===== src/rtl/rtp_nack_tracker_assert.svh =====
// assertion macros for the rtp nack tracker
// used by rtp_nack_tracker.sv, expects i_clk and i_rst_n in scope
`ifndef RTP_NACK_TRACKER_ASSERT_SVH
`define RTP_NACK_TRACKER_ASSERT_SVH

// holds at every clock edge outside reset
`define RTPNT_CHECK(lbl, expr) \
    lbl: assert property (@(posedge i_clk) disable iff (!i_rst_n) (expr)) \
        else $error("rtp nack tracker check failed");

// consequent in the same cycle
`define RTPNT_CHECK_IMP(lbl, ante, cons) \
    lbl: assert property (@(posedge i_clk) disable iff (!i_rst_n) (ante) |-> (cons)) \
        else $error("rtp nack tracker check failed");

// consequent in the next cycle
`define RTPNT_CHECK_NEXT(lbl, ante, cons) \
    lbl: assert property (@(posedge i_clk) disable iff (!i_rst_n) (ante) |=> (cons)) \
        else $error("rtp nack tracker check failed");

`endif


===== src/rtl/rtpnt_pkg.sv =====
// types, codes and constants of the rtp nack tracker
// no dependencies
`timescale 1ns / 1ps

package rtpnt_pkg;

    localparam int TABLE_DEPTH = 32;

    localparam logic [15:0] RTT_RESET  = 16'd100;
    localparam logic [3:0]  MAXR_RESET = 4'd10;

    localparam logic REG_RTT  = 1'b0;
    localparam logic REG_MAXR = 1'b1;

    localparam logic [2:0] OP_NOP   = 3'd0;
    localparam logic [2:0] OP_CLR   = 3'd1;
    localparam logic [2:0] OP_ALLOC = 3'd2;
    localparam logic [2:0] OP_RMV   = 3'd3;
    localparam logic [2:0] OP_LOAD  = 3'd4;
    localparam logic [2:0] OP_RANK  = 3'd5;
    localparam logic [2:0] OP_EMIT  = 3'd6;

    typedef struct packed {
        logic        action;
        logic [15:0] seq_num;
        logic [31:0] now_ms;
    } t_in_item;

    typedef struct packed {
        logic        nack_valid;
        logic [15:0] nack_seq;
        logic [3:0]  recovered_retries;
        logic        overflow;
        logic        last;
    } t_out_item;

    typedef struct packed {
        logic [2:0]  op;
        logic [15:0] key;
        logic [15:0] cnt;
        logic [31:0] now;
        logic [15:0] rtt;
        logic [3:0]  maxr;
        logic        by_time;
    } t_cell_cmd;

    typedef struct packed {
        logic        flag;
        logic [15:0] seq;
    } t_tok;

    typedef struct packed {
        logic        valid;
        logic        hit;
        logic        emit_hit;
        logic [15:0] seq;
        logic [3:0]  retries;
    } t_cell_stat;

endpackage


===== src/rtl/rtpnt_cell.sv =====
// one table entry of the rtp nack tracker, part of a ring of cells
// depends on rtpnt_pkg
`timescale 1ns / 1ps

module rtpnt_cell #(
    parameter int DEPTH = rtpnt_pkg::TABLE_DEPTH
) (
    input  logic                   i_clk,
    input  logic                   i_rst_n,
    input  rtpnt_pkg::t_cell_cmd   i_cmd,
    input  logic                   i_sel,
    input  logic [$clog2(DEPTH)-1:0] i_k,
    input  rtpnt_pkg::t_tok        i_tok,
    output rtpnt_pkg::t_tok        o_tok,
    output rtpnt_pkg::t_cell_stat  o_stat
);
    localparam int RANK_W = $clog2(DEPTH);

    logic              r_valid;
    logic              r_sent;
    logic [3:0]        r_retries;
    logic [15:0]       r_seq;
    logic [31:0]       r_time;
    logic              r_flag;
    logic [RANK_W-1:0] r_rank;
    rtpnt_pkg::t_tok   r_tok;

    logic [15:0] w_off;
    logic [31:0] w_age;
    logic [3:0]  w_ret_inc;
    logic        w_hit;
    logic        w_emit_hit;

    assign w_off      = r_seq - i_cmd.key;
    assign w_age      = i_cmd.now - r_time;
    assign w_ret_inc  = r_retries + 4'd1;
    assign w_hit      = r_valid && (r_seq == i_cmd.key);
    assign w_emit_hit = r_flag && (r_rank == i_k);

    always_ff @(posedge i_clk) begin
        if (!i_rst_n) begin
            r_valid   <= 1'b0;
            r_sent    <= 1'b0;
            r_retries <= 4'd0;
            r_flag    <= 1'b0;
            r_rank    <= '0;
        end else begin
            case (i_cmd.op)
                rtpnt_pkg::OP_CLR: begin
                    if (r_valid && (w_off < i_cmd.cnt)) begin
                        r_sent    <= 1'b0;
                        r_retries <= 4'd0;
                    end
                end
                rtpnt_pkg::OP_ALLOC: begin
                    if (i_sel) begin
                        r_valid   <= 1'b1;
                        r_seq     <= i_cmd.key;
                        r_sent    <= 1'b0;
                        r_retries <= 4'd0;
                        r_time    <= 32'd0;
                    end
                end
                rtpnt_pkg::OP_RMV: begin
                    if (w_hit) begin
                        r_valid <= 1'b0;
                    end
                end
                rtpnt_pkg::OP_LOAD: begin
                    r_flag <= r_valid && (!r_sent ||
                              (i_cmd.by_time && (w_age > {16'd0, i_cmd.rtt})));
                    r_tok.flag <= r_valid && (!r_sent ||
                              (i_cmd.by_time && (w_age > {16'd0, i_cmd.rtt})));
                    r_tok.seq  <= r_seq;
                    r_rank     <= '0;
                end
                rtpnt_pkg::OP_RANK: begin
                    r_tok <= i_tok;
                    if (i_tok.flag && (i_tok.seq < r_seq)) begin
                        r_rank <= r_rank + RANK_W'(1);
                    end
                end
                rtpnt_pkg::OP_EMIT: begin
                    if (w_emit_hit) begin
                        r_retries <= w_ret_inc;
                        r_sent    <= 1'b1;
                        r_time    <= i_cmd.now;
                        r_flag    <= 1'b0;
                        if (w_ret_inc >= i_cmd.maxr) begin
                            r_valid <= 1'b0;
                        end
                    end
                end
                default: begin
                end
            endcase
        end
    end

    assign o_tok           = r_tok;
    assign o_stat.valid    = r_valid;
    assign o_stat.hit      = w_hit;
    assign o_stat.emit_hit = w_emit_hit;
    assign o_stat.seq      = r_seq;
    assign o_stat.retries  = r_retries;

endmodule


===== config.mk =====
export PLATFORM = sky130hd
export DESIGN_NAME = rtpnt_cell
export DESIGN_NICKNAME = d
export VERILOG_FILES = /design/src/rtl/rtp_nack_tracker_assert.svh /design/src/rtl/rtpnt_pkg.sv /design/src/rtl/rtpnt_cell.sv
export SDC_FILE = /design/constraint.sdc
export NUM_CORES = 1
export LEC_CHECK = 0
export BUFFER_PORTS_ARGS = -buffer_cell sky130_fd_sc_hd__buf_2
export CAP_MARGIN = 20
export CORE_MARGIN = 2
export CORE_UTILIZATION = 56
export CTS_CLUSTER_SIZE = 28
export DETAILED_ROUTE_END_ITERATION = 12
export GPL_TIMING_DRIVEN = 1
export PLACE_DENSITY = 0.79
export RECOVER_POWER = 25
export REMOVE_ABC_BUFFERS = 1
export SYNTH_ARGS = -nofsm -noshare
export SYNTH_HDL_FRONTEND = slang
export SYNTH_SLANG_ARGS = --single-unit

===== constraint.sdc =====
create_clock -name i_clk -period 5.83 [get_ports i_clk]
set_input_delay 0.2915 -clock i_clk [delete_from_list [all_inputs] [get_ports i_clk]]
set_output_delay 0.2915 -clock i_clk [all_outputs]
set_load 0.01 [all_outputs]

==> reports/metrics.cfg <==
[route]
first_pass_iters=5
routed-wl-met2_um=8671
vias=6365
drtIter0Drc=297
vias_per_cell=5.734
met1_length_um=7505
wl_um=17710
drtAntennaViolNets=0
wl_met3_um=907
drc=0
top_layer=met4
wire_per_inst_um=15.95

[floorplan]
die_x_um=117.0
die_area_mm2=0.01368
fp-row-count=41
initial_core_util=0.5711
coreArea_mm2=0.01252
chipHeight_um=117.0
io_pins=153

[clock_tree]
clk_pin_slew_ps=70
post_cts.repair.setup_buffers=0
cts_hold_buf=0
clk_path_buf_depth=2
clock-root-buffer=clkbuf_16
cts_tree=built
clk_latency_ps=350
cts-resized-gates=0
numCtsBuffers=9
htreeDepth=3
clock_sinks=77

[pwr]
p_leak_nw=4.105
power_switching_uw=442.1
p_int_mw=1.089
p_per_area_mw_per_mm2=185.0
vdd.ir_drop.worst_uv=199.7
combPwrFrac=0.229
pwr-share-clk=0.373
swShare=0.2888
p_seq_frac=0.398

[timing]
tightest_slew_ps=1448
post-route-min-period_ps=4783
relSlewSlack=0.03448
skew_ps=6.332
rsz0062_at_grt=false
clock.fmax_mhz=209.1
final_max_slew_viol_count=0
min_period_over_period=0.8204
final-setup-viol-count=0
setup_ws_ps=1047
final-hold-violation-count=0
finalSetupTns_ps=0

[placement]
hpwl_um=13800
portBuffers=152
dp_slack_ps=1004
gp_congestion=0.9128
dp_cells=1093

[layout]
n_fill_cell=1113
nets=1145
multi_input_area_mm2=0.004390
layout.cells.non_filler=1110
utilization=0.6613
regArea_mm2=0.002192
drive_gt1_frac=0.2124
syn2layout_area_growth_pct=15.81

[worst_setup_path]
rrSetupSlack_ps=1050
start_kind=flop
reg2regPathDepth=19
arrival_ps=4840
cp-endpoint=o_tok[16]
crit_start=r_time[4]
r2r-end=o_tok[16]
critPathCaptureType=flop
cp.required_ps=5880
r2r-start=r_time[4]
path_max_fanout=4
worstSetupPathType=reg2reg

[logic_synthesis]
syn_inst=796
synth_top_area_share=0.2731
syn_avg_cell_area_um2=8.980
synthFlopType=edfxtp_1
ys_ff_latch=77
ys_types=76
yosys-top-cells-area=edfxtp_1 27%, ha_1 17%, inv_1 5.8%, a21oi_1 4.0%, xnor2_1 3.6%
synth-edff-count=65
synth_top_area_cell=edfxtp_1
yosys_warnings=0
ys_async_sr_fraction=0
synth_common_cells=110 x inv_1, 98 x ha_1, 65 x edfxtp_1
synth_most_common_cell=inv_1
synth_area_mm2=0.007148
seq_area_frac_synth=0.3067

[global_route]
grt_pass1_wl_um=28120
antenna_found_initial=1
grt_overflow=0
grt_pass1_vias=6089
grt_max_degree=38
grt_usage=0.2613

[hold_path]
holdCritPathClass=in2reg

[run_status]
status=finished, final reports clean

[job]
drv_cap=0

-- state kept, by name (all words and copies together), names as in the netlist --
name and flops:
r_flag 1, r_valid 1, r_sent 1, r_seq 16
r_rank 5, o_tok 17, r_retries 4, r_time 32
-- final cells by class --
type	count	area share
diodes	1	0.0003023
clock buffers	9	0.02721
clock inverters	7	0.008011
inverters	110	0.04988
multi-input cells	578	0.5304
flip-flops and latches	77	0.2648
well taps	172	0.02600
repair buffers	156	0.09341
-- worst min-delay path by stage --
stage | start | endpoint | slack (ps) | cells past startpoint
after floorplan | i_cmd[69] | r_seq[0] | 390 | 0
after global placement | r_sent | r_sent | 430 | 1
after detailed placement | r_sent | r_sent | 450 | 1
after CTS | i_cmd[74] | r_seq[5] | 130 | 1
after global routing | i_cmd[69] | r_seq[0] | 140 | 1
final | i_cmd[70] | r_seq[1] | 140 | 1
-- placed cells by master (no fill, tap or decap), types with 20 or more instances in the layout --
master / n
a21oi_1: 57
and3_1: 39
buf_2: 141
edfxtp_1: 65
ha_1: 98
inv_1: 110
nand2_1: 31
nand3_1: 20
nor2_1: 44
o21ai_0: 30
xnor2_1: 29
-- metrics by stage --
step	power, mW	area [um2]	hold WS (ps)
2_1_floorplan	0.8516	6983	390.4
3_3_place_gp	0.9580	8004	435.0
3_5_place_dp	0.9691	8004	448.6
4_1_cts	1.537	8295	125.6
5_1_grt	1.600	8275	136.5
6_report	1.531	8278	136.7
-- worst max-delay path, stage by stage, from the launching register on --
cell and delay, ps:
edfxtp_1 320, inv_1 40, ha_1 330, a21o_2 240, nand2b_1 140, o21a_1 210, a21oi_1 270, o21bai_1 100
a21oi_1 220, o21ai_0 140, xor2_1 170, ha_1 320, nand4_1 160, nor4_1 440, nor3_1 110, nor4_1 270
nand4_1 130, a2111o_1 450, nor4_1 320, a31oi_1 120
-- per-layer routing --
metal | track usage | vias up
li1 | - | 3150
met1 | 0.3185 | 2967
met2 | 0.4578 | 208
met3 | 0.03656 | 40
met4 | 0.1216 | 0
met5 | 0 | -
-- power by group through the flow --
stage | clock, mW | combinational [mW] | sequential, mW
6_report | 0.570 | 0.350 | 0.610
5_1_grt | 0.595 | 0.394 | 0.611
4_1_cts | 0.576 | 0.351 | 0.610
3_5_place_dp | 0 | 0.347 | 0.622
3_3_place_gp | 0 | 0.337 | 0.621
2_1_floorplan | 0 | 0.229 | 0.622
-- cells by family (layout without fill, tap and decap cells) --
group | count (synthesis) | count (layout) | share of synthesized area
flops | 77 | 77 | 0.3067
simple gates | 230 | 230 | 0.1729
mux | 24 | 24 | 0.03641
compound gates | 182 | 182 | 0.1745
xor+xnor | 42 | 42 | 0.05146
other cells | 0 | 1 | 0
fa+ha+maj | 100 | 100 | 0.1771
buf+inv | 141 | 282 | 0.08087
No activity file was read; power rests on OpenSTA's default activity.
